==> src/hdl/oled_text_byte_sequencer_assert.svh <==
// assertion macros for the oled text byte sequencer
`ifndef OLED_TEXT_BYTE_SEQUENCER_ASSERT_SVH
`define OLED_TEXT_BYTE_SEQUENCER_ASSERT_SVH
`ifndef SYNTHESIS
`define OTBS_ASSERT_NOW(label, clk, rst, ante, cons) \
  label: assert property (@(posedge clk) disable iff (rst) (ante) |-> (cons)) \
    else $error("assertion failed");
`define OTBS_ASSERT_NEXT(label, clk, rst, ante, cons) \
  label: assert property (@(posedge clk) disable iff (rst) (ante) |=> (cons)) \
    else $error("assertion failed");
`else
`define OTBS_ASSERT_NOW(label, clk, rst, ante, cons)
`define OTBS_ASSERT_NEXT(label, clk, rst, ante, cons)
`endif
`endif

==> src/hdl/otbs_pkg.sv <==
// shared types and constants of the oled text byte sequencer
`timescale 1ns / 1ps
package otbs_pkg;

  localparam int GLYPH_BYTES = 16;
  localparam int STEP_W      = 5;
  localparam logic [STEP_W-1:0] LAST_STEP = 5'd21;

  localparam logic [1:0] OP_LOAD   = 2'd0;
  localparam logic [1:0] OP_CURSOR = 2'd1;
  localparam logic [1:0] OP_PUT    = 2'd2;

  typedef enum logic [0:0] {
    ST_IDLE,
    ST_RUN
  } state_t;

  typedef struct packed {
    logic              load;
    logic              set_cursor;
    logic              put;
    logic              issue;
    logic              done;
    logic [STEP_W-1:0] step;
  } otbs_cmd_t;

  typedef struct packed {
    logic can_issue;
  } otbs_status_t;

endpackage

==> src/hdl/otbs_ctrl.sv <==
// controller: accepts items and sequences the 22 bytes of a character
`timescale 1ns / 1ps
`include "oled_text_byte_sequencer_assert.svh"
module otbs_ctrl
  import otbs_pkg::*;
(
  input  logic         clk,
  input  logic         rst,
  input  logic         s_tvalid,
  input  logic [1:0]   op,
  output logic         s_tready,
  input  otbs_status_t status,
  output otbs_cmd_t    cmd
);

  state_t            state, state_next;
  logic [STEP_W-1:0] step, step_next;

  always_ff @(posedge clk) begin
    if (rst) begin
      state <= ST_IDLE;
      step  <= '0;
    end else begin
      state <= state_next;
      step  <= step_next;
    end
  end

  always_comb begin
    state_next     = state;
    step_next      = step;
    s_tready       = 1'b0;
    cmd            = '0;
    cmd.step       = step;
    case (state)
      ST_IDLE: begin
        s_tready = 1'b1;
        if (s_tvalid) begin
          cmd.load       = (op == OP_LOAD);
          cmd.set_cursor = (op == OP_CURSOR);
          cmd.put        = (op == OP_PUT);
          if (op == OP_PUT) begin
            state_next = ST_RUN;
            step_next  = '0;
          end
        end
      end
      ST_RUN: begin
        if (status.can_issue) begin
          cmd.issue = 1'b1;
          if (step == LAST_STEP) begin
            cmd.done   = 1'b1;
            state_next = ST_IDLE;
            step_next  = '0;
          end else begin
            step_next = step + 5'd1;
          end
        end
      end
      default: begin
        state_next = ST_IDLE;
      end
    endcase
  end

  `OTBS_ASSERT_NOW(a_step_range, clk, rst, state == ST_RUN, step <= LAST_STEP)
  `OTBS_ASSERT_NEXT(a_hold_step, clk, rst, state == ST_RUN && !status.can_issue, $stable(step))
  `OTBS_ASSERT_NEXT(a_done_idle, clk, rst, cmd.done, state == ST_IDLE && step == 5'd0)

endmodule

==> config.mk <==
export PLATFORM = sky130hd
export DESIGN_NAME = otbs_ctrl
export DESIGN_NICKNAME = d
export VERILOG_FILES = /design/src/hdl/otbs_pkg.sv /design/src/hdl/otbs_ctrl.sv
export VERILOG_INCLUDE_DIRS = /design/src /design/src/hdl
export SDC_FILE = /design/constraint.sdc
export NUM_CORES = 1
export LEC_CHECK = 0
export ABC_AREA = 1
export BUFFER_PORTS_ARGS = -buffer_cell sky130_fd_sc_hd__buf_2
export CAP_MARGIN = 20
export CORE_AREA = 10 10 47 49
export DETAILED_ROUTE_END_ITERATION = 12
export DIE_AREA = 0 0 57 59
export SLEW_MARGIN = 20
export SYNTH_ARGS = -nofsm -noshare
export SYNTH_HDL_FRONTEND = slang
export SYNTH_SLANG_ARGS = --single-unit
==> constraint.sdc <==
create_clock -name clk -period 2.2 [get_ports clk]
set_input_delay 0.11 -clock clk [delete_from_list [all_inputs] [get_ports clk]]
set_output_delay 0.11 -clock clk [all_outputs]
set_load 0.01 [all_outputs]
==> flow_summary_export.csv <==
group,metric,value,unit
run_status,status,"completed",
yosys,synthTopCellsByCount,"inv_1 (11), nor2_1 (11), nand2_1 (8)",
global_route,track_usage,6.23,%
yosys,yosysUniqueCellTypes,17,
cts,cts-resized-gates,0,
yosys,yosys.area.top_type,"dfxtp_1",
floorplanning,start_util,31.3,%
drt,drc_errors,0,
yosys,synth_area,438,µm²
worst_setup_path,max_stage_delay,0.43,ns
finish,final_cell_area,538,µm²
timing,final_max_slew_viol_count,0,
worst_setup_path,r2r_end,"step[3]$_SDFFE_PP0P_",
worst_setup_path,worstReg2RegStart,"step[1]$_SDFFE_PP0P_",
place,hpwl,858,µm
power,p_leak,0.297,nW
place,gp_congestion,0.791,
yosys,synth_nets,72,
cts,clk_pin_slew,0.04,ns
worst_hold_path,min_from,"rst",
finish,final_util,38.4,%
worst_setup_path,critPathMaxFanout,7,
yosys,synth_async_sr_flop_share,0,%
cts,insertion_delay,0.25,ns
global_route,grt_pass1_vias,383,
power,p_per_area,459,nW/µm²
timing,max_freq,689,MHz
finish,final_nets,91,
timing,period_minus_slack,1.45,ns
cts,root_buffer,"clkbuf_4",
yosys,avgSynthCellArea,6.84,µm²
floorplanning,ios,17,
worst_setup_path,arrival,1.34,ns
yosys,synth_top_area_share,27.4,%
place,portBuffers,16,
drt,routedWlPerCell,10.9,µm
yosys,synth_edf_count,0,
global_route,overflow,0,
floorplanning,dieArea,3360,µm²
worst_hold_path,whs_path_depth,2,
worst_setup_path,crit_family,"flip-flops",
place,place_area,515,µm²
power,vdd_drop_max,0.248,mV
power,p_total,0.247,mW
finish,diodes,0,
worst_setup_path,reg2reg_depth,9,
cts,cts_tree,"built",
timing,tns,0,ns
floorplanning,num_rows,14,
cts,cts_setup_buffers,0,
cts,cts_hold_buf,0,
yosys,synthFlopType,"dfxtp_1",
timing,setup_viol,0,
timing,rsz0062_at_grt,"no",
drt,wl,1.06,mm
yosys,ys_ff_latch,6,
finish,drive_gt1_share,33.3,%
global_route,antenna_found_initial,0,
drt,drt_first_pass_iters,4,
yosys,ys.warnings.count,0,
cts,htree_levels,1,
global_route,grt_max_degree,10,
drt,via_per_inst,4.57,
timing,slew_headroom,76.5,%
finish,area_growth,22.9,%
drt,antenna_left,0,
worst_hold_path,min_to,"step[4]$_SDFFE_PP0P_",
yosys,syn_inst,64,
worst_hold_path,hold_path.class,"in -> reg",
cts,cts.sinks,6,
timing,finalHoldViolCount,0,
timing,fin_worst_skew,0.00239,ns
floorplanning,coreArea,1400,µm²
worst_setup_path,slowest_stage,"dfxtp_1",
cts,cts.path.max_buffers,2,
drt,vias,443,
drt,drt-initial-drc-count,12,
worst_setup_path,cp.depth,6,
timing,timing.final.crit_share,66.0,%
global_route,grt_pass1_wl,1.70,mm
worst_setup_path,critPathRequiredTime,2.09,ns
cts,cts_buffers,3,
worst_setup_path,rrSetupSlack,0.92,ns
worst_setup_path,cp_cell_sequence,"ha_1 > nand2_4 > inv_2 > nand2_2 > nor2_1 > buf_2",
worst_setup_path,worst_setup_path_start_kind,"flop",
yosys,ys_seq_area_share,27.4,%
worst_setup_path,crit_path_end_kind,"output port",
finish,instances_no_fill,97,
floorplanning,chipHeight,59,µm
worst_setup_path,crit_type,"reg -> out",
yosys,synth_area_leaders,"dfxtp_1 (27%), inv_1 (9.4%), nor2_1 (9.4%), nand3_1 (6.9%), nand2_1 (6.9%)",
job,cap_violations,0,
place,place_inst,94,
worst_setup_path,critical_path_buf_inv_count,2,
floorplanning,chipWidth,57,µm
timing,tightest_slew,0.352,ns
## layout make-up
| class | instances | area, µm² |
|---|---|---|
| fill | 167 | 863 |
| inverter | 12 | 45.0 |
| sequential | 6 | 120 |
| clock buffer | 3 | 22.5 |
| timing repair buffer | 16 | 80.1 |
| tap | 16 | 20.0 |
| multi-input combinational | 44 | 250 |
## cells by family (layout without fill, tap and decap cells)
family | Yosys count | count (layout) | synth area share, %
compound gates | 6 | 6 | 6.86
fa+ha+maj | 2 | 2 | 5.71
buf+inv | 14 | 31 | 15.4
flops | 6 | 6 | 27.4
simple gates | 36 | 36 | 44.6
## metrics by stage
step / setup WS (ns) / hold WS (ns)
3_5_place_dp: 0.913 / 0.344
2_1_floorplan: 1.01 / 0.179
5_1_grt: 0.641 / 0.0985
4_1_cts: 0.743 / 0.0909
3_3_place_gp: 0.938 / 0.344
6_report: 0.748 / 0.0935
## how the worst max path moves through the flow
stage	from	endpoint
6_report	step[0]$_SDFFE_PP0P_	cmd[5]
5_1_grt	step[0]$_SDFFE_PP0P_	cmd[5]
4_1_cts	step[0]$_SDFFE_PP0P_	cmd[5]
3_5_place_dp	step[1]$_SDFFE_PP0P_	step[3]$_SDFFE_PP0P_
3_3_place_gp	step[1]$_SDFFE_PP0P_	step[3]$_SDFFE_PP0P_
2_1_floorplan	step[1]$_SDFFE_PP0P_	step[3]$_SDFFE_PP0P_
## registers in the layout (all words and copies together), names as in the netlist
signal / cells
step: 5
state: 1
## report_power, final
part | total, mW | internal [mW] | switching (mW)
clock | 0.100 | 0.0616 | 0.0386
sequential | 0.115 | 0.111 | 0.00412
combinational | 0.0316 | 0.0125 | 0.0191
total | 0.247 | 0.185 | 0.0618
## metal layers
metal | part of all wire, % | global-route usage (%) | routed length (µm)
met1 | 41 | 7.26 | 432
met2 | 49 | 8.84 | 518
met3 | 7.3 | 3.00 | 77
met4 | 2.6 | 4.03 | 28
met5 | 0 | 0 | 0
## layout by cell type, fill, tap and decap left out
master / count
inv_2: 1
nand2_1: 8
nand3_4: 1
nor2_1: 11
dfxtp_1: 6
buf_2: 16
nor2_4: 1
nand2_4: 1
nand3_2: 1
a21oi_1: 5
ha_1: 2
nand3_1: 6
nor4_1: 1
nand4_1: 3
inv_1: 11
nand2_2: 3
o21ai_0: 1
clkbuf_4: 3
Note: power is estimated with default switching activity, not from simulation.
